<file path="src/hw/rtl/wsd_pkg.sv">
// Shared types and constants for the WebSocket frame deframer.
// Used by the parser front end, the result queue, the output stage and the top level.
`timescale 1ns / 1ps

package wsd_pkg;

    // Default depth of the queue between the parser and the output stage.
    localparam int QUEUE_DEPTH = 4;

    // Opcode of a continuation frame.
    localparam logic [3:0] OP_CONT = 4'h0;

    // Seven-bit length codes that announce an extended length field.
    localparam logic [6:0] LEN_EXT16 = 7'd126;
    localparam logic [6:0] LEN_EXT64 = 7'd127;

    // Extended length field sizes in bytes.
    localparam logic [3:0] EXT16_BYTES = 4'd2;
    localparam logic [3:0] EXT64_BYTES = 4'd8;

    // Last index of the four masking key bytes.
    localparam logic [3:0] KEY_LAST = 4'd3;

    // Status codes of a result.
    localparam logic [1:0] ST_OK           = 2'd0;
    localparam logic [1:0] ST_OPEN         = 2'd1;
    localparam logic [1:0] ST_NO_OPEN      = 2'd2;
    localparam logic [1:0] ST_KEY_MISMATCH = 2'd3;

    // Parser phase.
    typedef enum logic [2:0] {
        PH_HDR0    = 3'd0,
        PH_LEN     = 3'd1,
        PH_EXTLEN  = 3'd2,
        PH_KEY     = 3'd3,
        PH_PAYLOAD = 3'd4
    } phase_t;

    // One classified result, as queued between the parser and the output stage.
    typedef struct packed {
        logic [7:0]  data;
        logic [7:0]  key_byte;
        logic        has_byte;
        logic [3:0]  opcode;
        logic        eom;
        logic [31:0] key;
        logic [1:0]  status;
    } cmd_t;

endpackage

</file>
<file path="src/hw/rtl/wsd_front.sv">
// Parser front end of the WebSocket frame deframer: header decode, message rules.
// Depends on wsd_pkg; feeds classified results to wsd_queue.
`timescale 1ns / 1ps

module wsd_front
    import wsd_pkg::*;
(
    input  logic       clk,
    input  logic       rst_n,
    input  logic       accept,
    input  logic [7:0] in_byte,
    output logic       push,
    output cmd_t       cmd
);

    phase_t      phase_reg,       phase_next;
    logic [3:0]  hbc_reg,         hbc_next;
    logic        final_reg,       final_next;
    logic [3:0]  opcode_reg,      opcode_next;
    logic        masked_reg,      masked_next;
    logic [63:0] left_reg,        left_next;
    logic [31:0] key_reg,         key_next;
    logic [1:0]  kbi_reg,         kbi_next;
    logic        open_reg,        open_next;
    logic [3:0]  open_op_reg,     open_op_next;
    logic [31:0] open_key_reg,    open_key_next;
    logic        halted_reg,      halted_next;

    logic        after_len;
    logic        hdr_done;
    logic [1:0]  st;

    // State registers.
    always_ff @(posedge clk or negedge rst_n)
    begin
        if (!rst_n)
        begin
            phase_reg    <= PH_HDR0;
            hbc_reg      <= '0;
            final_reg    <= 1'b0;
            opcode_reg   <= '0;
            masked_reg   <= 1'b0;
            left_reg     <= '0;
            key_reg      <= '0;
            kbi_reg      <= '0;
            open_reg     <= 1'b0;
            open_op_reg  <= '0;
            open_key_reg <= '0;
            halted_reg   <= 1'b0;
        end
        else
        begin
            phase_reg    <= phase_next;
            hbc_reg      <= hbc_next;
            final_reg    <= final_next;
            opcode_reg   <= opcode_next;
            masked_reg   <= masked_next;
            left_reg     <= left_next;
            key_reg      <= key_next;
            kbi_reg      <= kbi_next;
            open_reg     <= open_next;
            open_op_reg  <= open_op_next;
            open_key_reg <= open_key_next;
            halted_reg   <= halted_next;
        end
    end

    // Next state and the result of the accepted byte.
    always_comb
    begin
        phase_next    = phase_reg;
        hbc_next      = hbc_reg;
        final_next    = final_reg;
        opcode_next   = opcode_reg;
        masked_next   = masked_reg;
        left_next     = left_reg;
        key_next      = key_reg;
        kbi_next      = kbi_reg;
        open_next     = open_reg;
        open_op_next  = open_op_reg;
        open_key_next = open_key_reg;
        halted_next   = halted_reg;
        push          = 1'b0;
        cmd           = '0;
        after_len     = 1'b0;
        hdr_done      = 1'b0;
        st            = ST_OK;

        if (accept && !halted_reg)
        begin
            unique case (phase_reg)
                PH_HDR0:
                begin
                    final_next  = in_byte[7];
                    opcode_next = in_byte[3:0];
                    phase_next  = PH_LEN;
                end
                PH_LEN:
                begin
                    masked_next = in_byte[7];
                    if (in_byte[6:0] < LEN_EXT16)
                    begin
                        left_next = {57'b0, in_byte[6:0]};
                        after_len = 1'b1;
                    end
                    else
                    begin
                        left_next  = '0;
                        hbc_next   = (in_byte[6:0] == LEN_EXT64) ? EXT64_BYTES : EXT16_BYTES;
                        phase_next = PH_EXTLEN;
                    end
                end
                PH_EXTLEN:
                begin
                    left_next = {left_reg[55:0], in_byte};
                    hbc_next  = hbc_reg - 4'd1;
                    if (hbc_next == 4'd0)
                    begin
                        after_len = 1'b1;
                    end
                end
                PH_KEY:
                begin
                    // The first key byte lands in the least significant byte.
                    key_next = key_reg | ({24'b0, in_byte} << {hbc_reg[1:0], 3'b000});
                    hbc_next = hbc_reg + 4'd1;
                    if (hbc_reg >= KEY_LAST)
                    begin
                        hbc_next = '0;
                        hdr_done = 1'b1;
                    end
                end
                PH_PAYLOAD:
                begin
                    kbi_next         = kbi_reg + 2'd1;
                    left_next        = left_reg - 64'd1;
                    push             = 1'b1;
                    cmd.data         = in_byte;
                    cmd.key_byte     = key_reg[{kbi_reg, 3'b000} +: 8];
                    cmd.has_byte     = 1'b1;
                    cmd.opcode       = open_op_reg;
                    if (left_next == 64'd0)
                    begin
                        phase_next = PH_HDR0;
                        if (final_reg)
                        begin
                            cmd.eom       = 1'b1;
                            cmd.key       = key_reg;
                            open_next     = 1'b0;
                            open_op_next  = '0;
                            open_key_next = '0;
                        end
                    end
                end
                default:
                begin
                    phase_next = PH_HDR0;
                end
            endcase

            // Length complete: collect a masking key or finish the header.
            if (after_len)
            begin
                key_next = '0;
                if (masked_next)
                begin
                    phase_next = PH_KEY;
                    hbc_next   = '0;
                end
                else
                begin
                    hdr_done = 1'b1;
                end
            end

            // Header complete: apply the fragmentation rules.
            if (hdr_done)
            begin
                if (opcode_reg != OP_CONT)
                begin
                    if (open_reg)
                    begin
                        st = ST_OPEN;
                    end
                end
                else if (!open_reg)
                begin
                    st = ST_NO_OPEN;
                end
                else if (open_key_reg != key_next)
                begin
                    st = ST_KEY_MISMATCH;
                end

                if (st != ST_OK)
                begin
                    halted_next = 1'b1;
                    push        = 1'b1;
                    cmd.opcode  = opcode_reg;
                    cmd.status  = st;
                end
                else
                begin
                    if (opcode_reg != OP_CONT)
                    begin
                        open_next     = 1'b1;
                        open_op_next  = opcode_reg;
                        open_key_next = key_next;
                    end
                    kbi_next = '0;
                    if (left_next == 64'd0)
                    begin
                        phase_next = PH_HDR0;
                        if (final_reg)
                        begin
                            push          = 1'b1;
                            cmd.opcode    = open_op_next;
                            cmd.eom       = 1'b1;
                            cmd.key       = key_next;
                            open_next     = 1'b0;
                            open_op_next  = '0;
                            open_key_next = '0;
                        end
                    end
                    else
                    begin
                        phase_next = PH_PAYLOAD;
                    end
                end
            end
        end
    end

    // Once halted, the parser stays halted until reset.
    a_halt_sticky: assert property (@(posedge clk) disable iff (!rst_n)
        halted_reg |=> halted_reg)
        else $error("parser left the halted state without reset");

    // An error result always halts the parser.
    a_err_halts: assert property (@(posedge clk) disable iff (!rst_n)
        (push && cmd.status != ST_OK) |=> halted_reg)
        else $error("error result without halt");

    // Nothing is produced after a halt.
    a_no_push_halted: assert property (@(posedge clk) disable iff (!rst_n)
        halted_reg |-> !push)
        else $error("result produced while halted");

endmodule

</file>
<file path="src/hw/rtl/wsd_queue.sv">
// Short result queue between the parser front end and the output stage.
// Depends on wsd_pkg for the queued result type.
`timescale 1ns / 1ps

module wsd_queue
    import wsd_pkg::*;
#(
    parameter int DEPTH = QUEUE_DEPTH
)
(
    input  logic clk,
    input  logic rst_n,
    input  logic push,
    input  cmd_t push_cmd,
    input  logic pop,
    output logic full,
    output logic head_valid,
    output cmd_t head_cmd
);

    localparam int PTR_W = (DEPTH > 1) ? $clog2(DEPTH) : 1;
    localparam int CNT_W = $clog2(DEPTH + 1);

    cmd_t             mem [DEPTH];
    logic [PTR_W-1:0] wr_ptr_reg, wr_ptr_next;
    logic [PTR_W-1:0] rd_ptr_reg, rd_ptr_next;
    logic [CNT_W-1:0] count_reg,  count_next;

    // Storage write.
    always_ff @(posedge clk)
    begin
        if (push)
        begin
            mem[wr_ptr_reg] <= push_cmd;
        end
    end

    // Pointer and fill count update.
    always_comb
    begin
        wr_ptr_next = wr_ptr_reg;
        rd_ptr_next = rd_ptr_reg;
        count_next  = count_reg;
        if (push)
        begin
            wr_ptr_next = (wr_ptr_reg == PTR_W'(DEPTH - 1)) ? '0 : wr_ptr_reg + PTR_W'(1);
        end
        if (pop)
        begin
            rd_ptr_next = (rd_ptr_reg == PTR_W'(DEPTH - 1)) ? '0 : rd_ptr_reg + PTR_W'(1);
        end
        if (push && !pop)
        begin
            count_next = count_reg + CNT_W'(1);
        end
        else if (pop && !push)
        begin
            count_next = count_reg - CNT_W'(1);
        end
    end

    always_ff @(posedge clk or negedge rst_n)
    begin
        if (!rst_n)
        begin
            wr_ptr_reg <= '0;
            rd_ptr_reg <= '0;
            count_reg  <= '0;
        end
        else
        begin
            wr_ptr_reg <= wr_ptr_next;
            rd_ptr_reg <= rd_ptr_next;
            count_reg  <= count_next;
        end
    end

    assign full       = (count_reg == CNT_W'(DEPTH));
    assign head_valid = (count_reg != '0);
    assign head_cmd   = mem[rd_ptr_reg];

endmodule

</file>
<file path="src/hw/rtl/wsd_back.sv">
// Output stage of the WebSocket frame deframer: unmasking and result register.
// Depends on wsd_pkg; drains wsd_queue into the output channel.
`timescale 1ns / 1ps

module wsd_back
    import wsd_pkg::*;
(
    input  logic        clk,
    input  logic        rst_n,
    input  logic        report_key_mode,
    input  logic        head_valid,
    input  cmd_t        head_cmd,
    output logic        pop,
    output logic        out_valid,
    input  logic        out_stall,
    output logic [7:0]  out_byte,
    output logic        has_byte,
    output logic [3:0]  msg_opcode,
    output logic        end_of_message,
    output logic [31:0] message_key,
    output logic [1:0]  status
);

    logic        valid_reg, valid_next;
    logic [7:0]  byte_reg;
    logic        has_reg;
    logic [3:0]  op_reg;
    logic        eom_reg;
    logic [31:0] key_reg;
    logic [1:0]  st_reg;

    // Load a new result when the register is empty or being taken.
    assign pop        = head_valid && (!valid_reg || !out_stall);
    assign valid_next = pop || (valid_reg && out_stall);

    always_ff @(posedge clk or negedge rst_n)
    begin
        if (!rst_n)
        begin
            valid_reg <= 1'b0;
        end
        else
        begin
            valid_reg <= valid_next;
        end
    end

    // Payload register; the key byte is applied here.
    always_ff @(posedge clk)
    begin
        if (pop)
        begin
            byte_reg <= head_cmd.data ^ head_cmd.key_byte;
            has_reg  <= head_cmd.has_byte;
            op_reg   <= head_cmd.opcode;
            eom_reg  <= head_cmd.eom;
            key_reg  <= report_key_mode ? head_cmd.key : 32'd0;
            st_reg   <= head_cmd.status;
        end
    end

    assign out_valid      = valid_reg;
    assign out_byte       = byte_reg;
    assign has_byte       = has_reg;
    assign msg_opcode     = op_reg;
    assign end_of_message = eom_reg;
    assign message_key    = key_reg;
    assign status         = st_reg;

endmodule

</file>
<file path="src/hw/rtl/websocket_frame_deframer.sv">
// WebSocket receive deframer: parser front end, result queue and output stage.
// Instantiates wsd_front, wsd_queue and wsd_back; depends on wsd_pkg.
//
// Usage:
//   Input channel (in_valid, in_stall, in_byte) takes the raw stream one byte per
//   transaction. Header bytes give no result; each payload byte gives one result
//   with the unmasked byte; a zero-length final frame gives one empty result that
//   closes the message; a protocol error gives one status result and halts the
//   parser until reset.
//   Output channel (out_valid, out_stall, result fields) delivers the results.
//   Configuration channel (cfg_valid, cfg_ready, cfg_data) writes report_key_mode;
//   cfg_ready is always high. Write it only while no results are pending.
//   Throughput: one byte per cycle, every cycle, while the output is not stalled.
//   Each result passes through the queue and then the output register before it
//   appears on the output.
//   Stalling the output fills the queue (QUEUE_DEPTH results plus the output
//   register); in_stall rises only when the queue is full.
//   Reset clears the parser, the queue and the output valid; report_key_mode
//   returns to zero.
`timescale 1ns / 1ps

module websocket_frame_deframer
    import wsd_pkg::*;
#(
    parameter int DEPTH = QUEUE_DEPTH
)
(
    input  logic        clk,
    input  logic        rst_n,
    input  logic        in_valid,
    output logic        in_stall,
    input  logic [7:0]  in_byte,
    output logic        out_valid,
    input  logic        out_stall,
    output logic [7:0]  out_byte,
    output logic        has_byte,
    output logic [3:0]  msg_opcode,
    output logic        end_of_message,
    output logic [31:0] message_key,
    output logic [1:0]  status,
    input  logic        cfg_valid,
    output logic        cfg_ready,
    input  logic        cfg_data
);

    logic mode_reg, mode_next;
    logic accept;
    logic push;
    cmd_t push_cmd;
    logic full;
    logic head_valid;
    cmd_t head_cmd;
    logic pop;

    // Configuration register.
    assign cfg_ready = 1'b1;
    assign mode_next = (cfg_valid && cfg_ready) ? cfg_data : mode_reg;

    always_ff @(posedge clk or negedge rst_n)
    begin
        if (!rst_n)
        begin
            mode_reg <= 1'b0;
        end
        else
        begin
            mode_reg <= mode_next;
        end
    end

    // Input transaction.
    assign in_stall = full;
    assign accept   = in_valid && !in_stall;

    wsd_front u_front (
        .clk     (clk),
        .rst_n   (rst_n),
        .accept  (accept),
        .in_byte (in_byte),
        .push    (push),
        .cmd     (push_cmd)
    );

    wsd_queue #(
        .DEPTH (DEPTH)
    ) u_queue (
        .clk        (clk),
        .rst_n      (rst_n),
        .push       (push),
        .push_cmd   (push_cmd),
        .pop        (pop),
        .full       (full),
        .head_valid (head_valid),
        .head_cmd   (head_cmd)
    );

    wsd_back u_back (
        .clk             (clk),
        .rst_n           (rst_n),
        .report_key_mode (mode_reg),
        .head_valid      (head_valid),
        .head_cmd        (head_cmd),
        .pop             (pop),
        .out_valid       (out_valid),
        .out_stall       (out_stall),
        .out_byte        (out_byte),
        .has_byte        (has_byte),
        .msg_opcode      (msg_opcode),
        .end_of_message  (end_of_message),
        .message_key     (message_key),
        .status          (status)
    );

    // The queue is never written while it reports full.
    a_no_overflow: assert property (@(posedge clk) disable iff (!rst_n)
        full |-> !push)
        else $error("result written into a full queue");

    // A result that is stalled on the output keeps its payload.
    a_hold_stalled: assert property (@(posedge clk) disable iff (!rst_n)
        (out_valid && out_stall) |=> (out_valid && $stable(out_byte) && $stable(status)))
        else $error("stalled result changed");

    // The output stage only draws from a non-empty queue.
    a_pop_valid: assert property (@(posedge clk) disable iff (!rst_n)
        pop |-> head_valid)
        else $error("read from an empty queue");

endmodule
</file>
<file path="config.mk">
export PLATFORM = sky130hd
export DESIGN_NAME = websocket_frame_deframer
export DESIGN_NICKNAME = d
export VERILOG_FILES = /design/src/hw/rtl/wsd_pkg.sv /design/src/hw/rtl/wsd_front.sv /design/src/hw/rtl/wsd_queue.sv /design/src/hw/rtl/wsd_back.sv /design/src/hw/rtl/websocket_frame_deframer.sv
export SDC_FILE = /design/constraint.sdc
export NUM_CORES = 1
export LEC_CHECK = 0
export BUFFER_PORTS_ARGS = -buffer_cell sky130_fd_sc_hd__buf_2
export CAP_MARGIN = 40
export CORE_MARGIN = 3
export CORE_UTILIZATION = 42
export DETAILED_ROUTE_END_ITERATION = 8
export GPL_ROUTABILITY_DRIVEN = 0
export PLACE_DENSITY = 0.59
export SLEW_MARGIN = 10
export SYNTH_ARGS = -nofsm -noshare
export SYNTH_HDL_FRONTEND = slang
export SYNTH_SLANG_ARGS = --single-unit
export TNS_END_PERCENT = 5
</file>
<file path="constraint.sdc">
create_clock -name clk -period 7.8 [get_ports clk]
set_clock_uncertainty 0.2 [all_clocks]
set_input_delay 1.17 -clock clk [delete_from_list [all_inputs] [get_ports clk]]
set_output_delay 1.17 -clock clk [all_outputs]
set_load 0.005 [all_outputs]
</file>
==> results by stage, run 1 <==
Setup path:
- Data on the critical path arrives at its endpoint at ~6.9 ns.
- STA classifies the critical path endpoint as a flop.
- The library cell appearing most often on the critical path is buf_4.
- The setup path with the least slack is of type reg2reg.
- The setup slack of the worst register-to-register path is between 1 and 1.5 ns.
- The slowest stage of the critical path is the dfrtp_2 cell.
- The largest single stage delay on the critical path is 0.67 ns.
- Of all nets on the critical path, the largest fanout is between 60 and 70.
- The critical register-to-register path endpoint is u_queue.mem[1][3]$_DFFE_PP_.
- Counting both buffers and inverters, the worst setup path holds a total of 4.
- The worst register-to-register path begins at u_front.phase_reg[0]$_DFFE_PN0P_.
- The signal on the critical path passes through buf_12 > buf_4 > or3b_1 > a31oi_4 > buf_4 > nor4_1 > nor4_1 > nand4_1 > nor4_2 > a21oi_1 > or2_0 > nor4_4 > buf_4 > a22oi_1 > nor2_1.
- Data on the critical path is required at its endpoint by 8.01 ns.
- STA classifies the critical path startpoint as a flop.
- The worst-case reg-to-reg path depth is 15.
- The gate family responsible for the most delay along the worst path is simple AND/OR/NAND/NOR gates.

Global routing:
- The first global-routing pass estimated 109300 um of wire.
- The initial antenna violation count is 2.
- Global routing finished with a remaining overflow of 0.
- The largest net degree at the start of global routing is 69.
- The overall track demand over capacity in global routing is ~24%.
- The number of global-route vias before repair is 17913.

Yosys:
- The sequential-to-total area share from yosys stat is 52.10%.
- Summed over all instances, the cell type with the most area after synthesis is edfxtp_1.
- The count of yosys warnings during synthesis is 0.
- In the synthesized netlist the dominant register cell turns out to be edfxtp_1.
- Summed over its instances, the top area cell type makes up 35.11% of the synthesized netlist area.
- The distinct cell type count of the synthesized netlist is 98.
- By area the synthesized netlist is led by edfxtp_1, dfrtp_1, mux4_2.
- Counting every instance in the synthesized netlist gives 2101.
- The synthesized netlist occupies a cell area of 23260 sq um.
- Of all flip-flops after synthesis, the portion carrying an async set or reset was a little under two fifths.
- In this run, synthesis produced a sequential element count of 430.
- Yosys mapped a number of flops with a built-in enable equal to 272.
- The average footprint of a synthesized cell is 11.07 sq um.
- The number of nets handed over by synthesis was about 2100.

Floorplanning:
- The vertical die dimension is ~240 um.
- The count of boundary I/O pins is 65.
- The starting density of the core is 42.81%.
- The total die area is just under 60000 sq um.
- After floorplanning, the core was sized to cover 54350 sq um.
- After floorplanning, the core was divided into 85 placement rows.
- The die is 241.4 um wide.

CTS:
- The total of hold buffers inserted after clock tree synthesis is 0.
- The clock root buffer master is clkbuf_16.
- TritonCTS built the clock tree.
- For the worst-skew pair, the clock arrives at the later sink with an insertion delay of 0.62 ns.
- Once the clock tree was built, the resizer swapped 0 gates to a different size.
- The total number of H-tree levels is 2.
- Buffers added to address setup during post-CTS repair amount to 0.
- The number of buffers between clock root and the deepest sink is 3.
- The total CTS buffers is 48.
- Clock-pin slew was measured on the worst setup and hold paths at approximately 0.06 ns.
- The clock net in this run drives a total of 430 sinks.

Status:
- The flow ran to the end, and the final reports show no timing, DRC or antenna violations.

Finish:
- The share of the core filled with cells in the final layout is 47.67%.
- The flip-flop count of the largest register after layout is 224.
- At the end of the flow, the number of nets in the layout was 2099.
- The layout overhead on the synthesized area is 11.36%.
- Cells with a size suffix above 1 make up 17.32% of the layout.

Drt:
- The via density per instance is about 6.5.
- The total iterations of the first detailed-routing run is 9.
- The first routing iteration left roughly 2400 violations.
- The residual DRC count is 0.
- The antenna violation net count after detailed routing is 0.
- The average wire per standard cell is 24.91 um.
- The final layout contains routed wiring with a total length of 71070 um.
- The detailed router placed about 18000 vias in this run.

STA:
- In this run the tightest slew margin relative to its limit is 35.44%.
- The total count of max-transition violations in the final report is 0.
- The final count of hold timing violations is 0.
- After routing, the total negative slack on setup checks comes to 0 ns.
- Dividing the final minimum period by the clock period gives 85.19%.
- Static timing analysis puts the maximum clock frequency at 150.5 MHz.
- At the pin with the least slew margin, the transition time is around 0.97 ns.
- Setup repair after global routing left no endpoint under its margin.
- Setup violations remaining at the end of the flow were counted as 0.
- For the finished layout, the period the worst path requires is between 6 and 7 ns.

Power and ir drop:
- The cell-internal power is roughly 0.0059 W.
- The worst supply voltage drop on vdd is roughly 0.23 mV.
- Dividing total power by cell area gives a power density of 412.0 nW/um^2.
- Net switching is 44.36% of the power.
- The part of the power in the clock network is 21.9%.
- Combinational logic burns 43.2% of the power.
- The leakage power figure is 9.185 nW.
- Sequential cells account for 34.9% of the total power.
- The power dissipated by switching net loads is 0.004735 W.

Placement:
- The detailed placement HPWL is 48000 um.
- The number of buffers inserted by port buffering is 63.

Hold path:
- The path type of the worst min-delay path is in2async.

Run:
- The count of max-cap constraint violations is 0.
[how the worst max path moves through the flow]
| stage | startpoint | end | cells past startpoint | slack (ns) |
|---|---|---|---|---|
| after floorplan | u_front.left_reg[1]$_DFFE_PN0P_ | u_queue.mem[0][0]$_DFFE_PP_ | 14 | 2.05 |
| after global placement | u_front.phase_reg[0]$_DFFE_PN0P_ | u_queue.mem[0][4]$_DFFE_PP_ | 14 | 1.22 |
| after detailed placement | u_front.phase_reg[0]$_DFFE_PN0P_ | u_queue.mem[3][4]$_DFFE_PP_ | 15 | 1.37 |
| after CTS | u_front.phase_reg[0]$_DFFE_PN0P_ | u_queue.mem[0][36]$_DFFE_PP_ | 14 | 1.32 |
| after global routing | u_front.phase_reg[0]$_DFFE_PN0P_ | u_queue.mem[1][4]$_DFFE_PP_ | 15 | 0.89 |
| final | u_front.phase_reg[0]$_DFFE_PN0P_ | u_queue.mem[1][3]$_DFFE_PP_ | 15 | 1.15 |
[per-layer routing]
layer / vias to the layer above / part of all wire (%) / GRT usage (%)
met5: - / 0.038 / 0
met4: 4 / 5.3 / 12.09
met3: 276 / 9.0 / 4.633
met2: 1094 / 46 / 38.47
met1: 9014 / 40 / 32.14
li1: 8041 / - / -
[final cells by class]
type,instances,area (sq um)
tap,739,924.6
clock inverter,21,287.8
antenna,1,2.502
inverter,30,112.6
clock buffer,69,1371
fill,4902,28440
multi-input combinational,1446,10230
sequential,430,12130
timing repair buffer,117,849.6
[cells in the mapped netlist (7+ instances only)]
cell        n
o31a_1     36
a21o_1      9
o21ai_0    95
a211oi_1   10
o31ai_1    39
buf_2      30
maj3_1      7
nand3_1    41
buf_1      27
and2_1     40
xor2_1     54
a31oi_1    45
mux4_2     56
nor2_2     29
nand2b_1    8
or4_1      17
nand4_1    49
o22ai_1    14
nand2_1   207
buf_6       8
ha_1       11
nor4_1     86
xnor2_1    19
edfxtp_1  272
clkbuf_1  126
nor3b_1     9
inv_1      29
a221oi_1    8
nor3_1     50
mux2_2      9
or3_1       9
nor4_2      9
nor2_1    133
nor2b_1     9
and3_1     23
a21oi_1    73
a22oi_1    15
a22oi_2    29
and4_1     11
dfrtp_1   158
a22o_1     44
[cell usage in the layout (no fill, tap or decap), drive strengths merged, types with 45 or more instances in the layout]
master and count:
a31oi 45, edfxtp 272, xor2 54, mux4 56, nand2 208, buf 117, a21oi 73, clkbuf 69
nor4 100, nor3 53, nor2 162, o21ai 97, dfrtp 158, nand4 51
[power groups by stage]
| stage | combinational [W] | clock, W | sequential, W |
|---|---|---|---|
| floorplan | 0.00338 | 0 | 0.00322 |
| global placement | 0.00439 | 0 | 0.00376 |
| detailed placement | 0.00447 | 0 | 0.00374 |
| CTS | 0.00449 | 0.00239 | 0.00369 |
| global route | 0.00495 | 0.00248 | 0.00379 |
| finish | 0.00462 | 0.00233 | 0.00372 |
[cells by family after synthesis]
kind of cell / Yosys count / share of synthesized area, %
DFF: 430 / 52.10
and+or+nand+nor: 785 / 18.47
other: 1 / 0.01612
xor gates and xnor gates: 73 / 2.748
buffers and inverters: 225 / 4.114
AOI/OAI and AO/OA: 498 / 15.50
muxes: 70 / 6.072
adders and majority gates: 19 / 0.9788
[metrics by stage]
step	hold slack (ns)	power [W]	area, sq um	cells	setup slack [ns]
after floorplan	0.2424	0.006598	23260	2101	2.053
after global placement	0.2825	0.008151	24100	2752	1.217
after global routing	0.2893	0.01121	25900	2852	0.8914
after CTS	0.2650	0.01057	25900	2852	1.323
after detailed placement	0.2764	0.008210	24250	2762	1.369
final	0.2580	0.01067	25910	2853	1.155
Power figures use the tool's default switching activity.
==> inputs of run 2 (changes only) <==
CTS_BUF_LIST = sky130_fd_sc_hd__clkbuf_2 sky130_fd_sc_hd__clkbuf_4 sky130_fd_sc_hd__clkbuf_8   (was not set)
==> run 2 against run 1 <==
  * Utilization about the same
  * Clock-buffer cell count up 50
  * Critical path depth unchanged
  * First-iteration DRC count down 0.25%
  * Die area unchanged
  * Cell count up 1.7%
  * Via count up 0.59%
  * Hold slack worse by 0.062 ns
  * Maximum frequency up 0.62%
==> results by stage, run 2 (synthesis gave the netlist of run 1 again) <==
Status:
- The run finished with clean final reports.

Floorplanning:
- The floorplan step defined a die boundary enclosing 58250 sq um.
- The die is ~240 um tall.
- After floorplanning, the core was divided into 85 placement rows.
- The die is 241.4 um wide.
- In this run the count of I/O pins placed on the die edge is 65.
- The starting density of the core is between 40% and 50%.
- After floorplanning, the core was sized to cover 54350 sq um.

STA:
- The final count of hold timing violations is 0.
- Of the available clock period, the critical path in the final layout requires 84.67%.
- For the final routed database, the setup TNS stands at 0 ns.
- The worst path setup slack after routing is 1.196 ns.
- The measured slew at the worst slew-check pin is 0.9513 ns.
- The routed design could run at a clock period as short as 6.604 ns.
- Setup repair after global routing left no endpoint under its margin.
- Setup violations remaining at the end of the flow were counted as 0.
- The worst slew margin relative to its limit is 35.91%.
- The top achievable clock speed is 151.4 MHz.
- The total count of max-transition violations in the final report is 0.

Power and ir drop:
- The power density over the cells is approximately 400 nW/um^2.
- The worst supply voltage drop on vdd is roughly 0.23 mV.
- The analysis attributes to cell leakage a power of 9.247 nW.

CTS:
- Counting every sink on the clock net gives 430.
- Hold repair after CTS inserted 0 buffers.
- Clock latency on the worst-skew pair, taken at its later pin, is just under 0.7 ns.
- The post-CTS setup buffer count is 0.
- The clock tree synthesis step divided the H-tree into 3 levels.
- The count of instances resized after the clock tree is built is 0.
- After clock tree synthesis, the clock-pin slew on the worst setup and hold paths is approximately 0.07 ns.
- The longest clock path from root to sink contains 3 buffers.
- The clock root buffer master is clkbuf_8.
- The clock tree from TritonCTS is yes.
- Clock tree synthesis inserted a total of 76 buffers.

Drt:
- After detailed routing, the number of remaining DRC violations is 0.
- The routed layout has 18538 vias.
- The first detailed-routing pass took 8 iterations.
- For this block, the initial DRC count from the detailed router was around 2400.
- After detailed routing, the number of vias per cell comes to 6.388.
- Dividing the detail-routed wire length by the instance count gives around 25 um.
- The wire length after detailed routing is slightly above 70000 um.
- The detail route stage leaves a number of antenna-violating nets equal to 0.

Setup path:
- The data arrival time of the worst path is 6.85 ns.
- The data required time of the worst path is 8.05 ns.
- In this run the register-to-register setup slack is 1.20 ns.
- STA classifies the critical path startpoint as a flop.
- STA classifies the critical path endpoint as a flop.
- The largest fanout on the critical path is 66.
- The critical path start-end classification is reg2reg.

Finish:
- Summing all multi-input logic gate instances after layout gives 10230 sq um.
- Counting the fill cells in the layout gives 4935.
- Summing all flip-flop and latch instances after layout gives between 10000 and 15000 sq um.
- The layout overhead on the synthesized area is 11.35%.
- The count of antenna diodes in the layout is 0.
- The post-route netlist has 19.51% of its cells at a drive strength greater than 1.
- The register with the most flip-flops in the layout has 224 of them.
- The most common cell after layout, fill and taps aside is edfxtp_1.
- Leaving out fill and tap cells, the most frequent cells in the layout are edfxtp_1, nand2_1, dfrtp_1.
- The final layout net count is between 2000 and 2500.

Global routing:
- The first global-routing pass estimated 109900 um of wire.
- The layer with the highest usage is met2.
- The initial antenna violation count is 1.
- Global routing used 32.17% of the available met1 tracks.
- In the global route stage, overall resource usage came out at 24.52%.
- The met2 track demand over resource is roughly two fifths.
- Global routing consumed, on the met3 layer, 5.362% of the routing resources.
- The number of global-route vias before repair is 18065.
- The residual overflow from global routing is 0.
- Entering global routing, the biggest net connects 69 pins.

Placement:
- Detailed placement ended at an HPWL of 48000 um.
- Timing analysis after detailed placement gives a worst setup slack of between 1 and 1.5 ns.
- The number of buffers inserted by port buffering is between 60 and 70.

Run:
- Max-cap violations in this run came to 0.

Hold path:
- The path type of the worst min-delay path is in2async.
run 2: cell types whose count changed in the layout (fill, tap and decap cells not counted), moves of 2 or more:
cell,previous run,this run
clkbuf_4,0,29
clkbuf_8,7,90
clkinv_1,2,9
clkinv_2,7,3
clkinv_16,2,0
clkinvlp_4,2,4
inv_6,3,0
clkbuf_1,13,0
clkbuf_16,49,0
run 2: layout make-up:
cell class / instances / share of cell area, %
Sequential cell: 430 / 46.82
Tap cell: 739 / 3.569
Inverter: 30 / 0.4347
Clock inverter: 21 / 0.7873
Timing Repair Buffer: 117 / 3.279
Multi-Input combinational cell: 1446 / 39.49
Clock buffer: 119 / 5.622
run 2: path summary, 6_finish.rpt:
| check | start | endpoint | depth (start not counted) |
|---|---|---|---|
| worst max-delay path | u_front.phase_reg[0]$_DFFE_PN0P_ | u_queue.mem[1][4]$_DFFE_PP_ | 15 |
| worst min-delay path | rst_n | u_front.left_reg[47]$_DFFE_PN0P_ | 1 |
| worst max register to register | u_front.phase_reg[0]$_DFFE_PN0P_ | u_queue.mem[1][4]$_DFFE_PP_ | 15 |
| worst min register to register | u_queue.count_reg[2]$_DFFE_PN0P_ | u_queue.count_reg[2]$_DFFE_PN0P_ | 1 |
| max in group asynchronous | rst_n | u_front.open_key_reg[9]$_DFFE_PN0P_ | 4 |
| min in group clk | u_queue.count_reg[2]$_DFFE_PN0P_ | u_queue.count_reg[2]$_DFFE_PN0P_ | 1 |
run 2: per-stage QoR:
step / std cells / area, sq um / hold slack [ns] / util (%) / total power (W)
final: 2902 / 25910 / 0.1964 / 47.67 / 0.01058
after global routing: 2902 / 25910 / 0.2052 / 47.67 / 0.01114
after CTS: 2902 / 25910 / 0.1683 / 47.67 / 0.01049
after detailed placement: 2762 / 24250 / 0.2764 / 44.61 / 0.008210
after global placement: 2752 / 24100 / 0.2825 / 44.34 / 0.008151
after floorplan: 2101 / 23260 / 0.2424 / - / 0.006598
run 2: power by group:
group	internal [W]	switching, W	total (W)
Clock	0.00129	0.000951	0.00225
Combinational	0.00163	0.00298	0.00461
Sequential	0.00294	0.000789	0.00373
run 2: worst max-delay path, cell delays in order (launching register included):
cell and delay [ns]:
dfrtp_2 0.68, buf_12 0.28, buf_4 0.43, or3b_1 0.54
a31oi_4 0.18, buf_4 0.54, nor4_1 0.10, nor4_1 0.64
nand4_1 0.24, nor4_2 0.55, a21oi_1 0.31, or2_0 0.51
nor4_4 0.22, buf_4 0.50, a22oi_1 0.14, nor2_1 0.23
run 2: layer usage:
layer  share of wire (%)  vias to the layer above
met5               0.018                        -
met4                 5.4                        2
met3                 8.8                      287
met2                  46                     1081
met1                  40                     9062
li1                    -                     8106
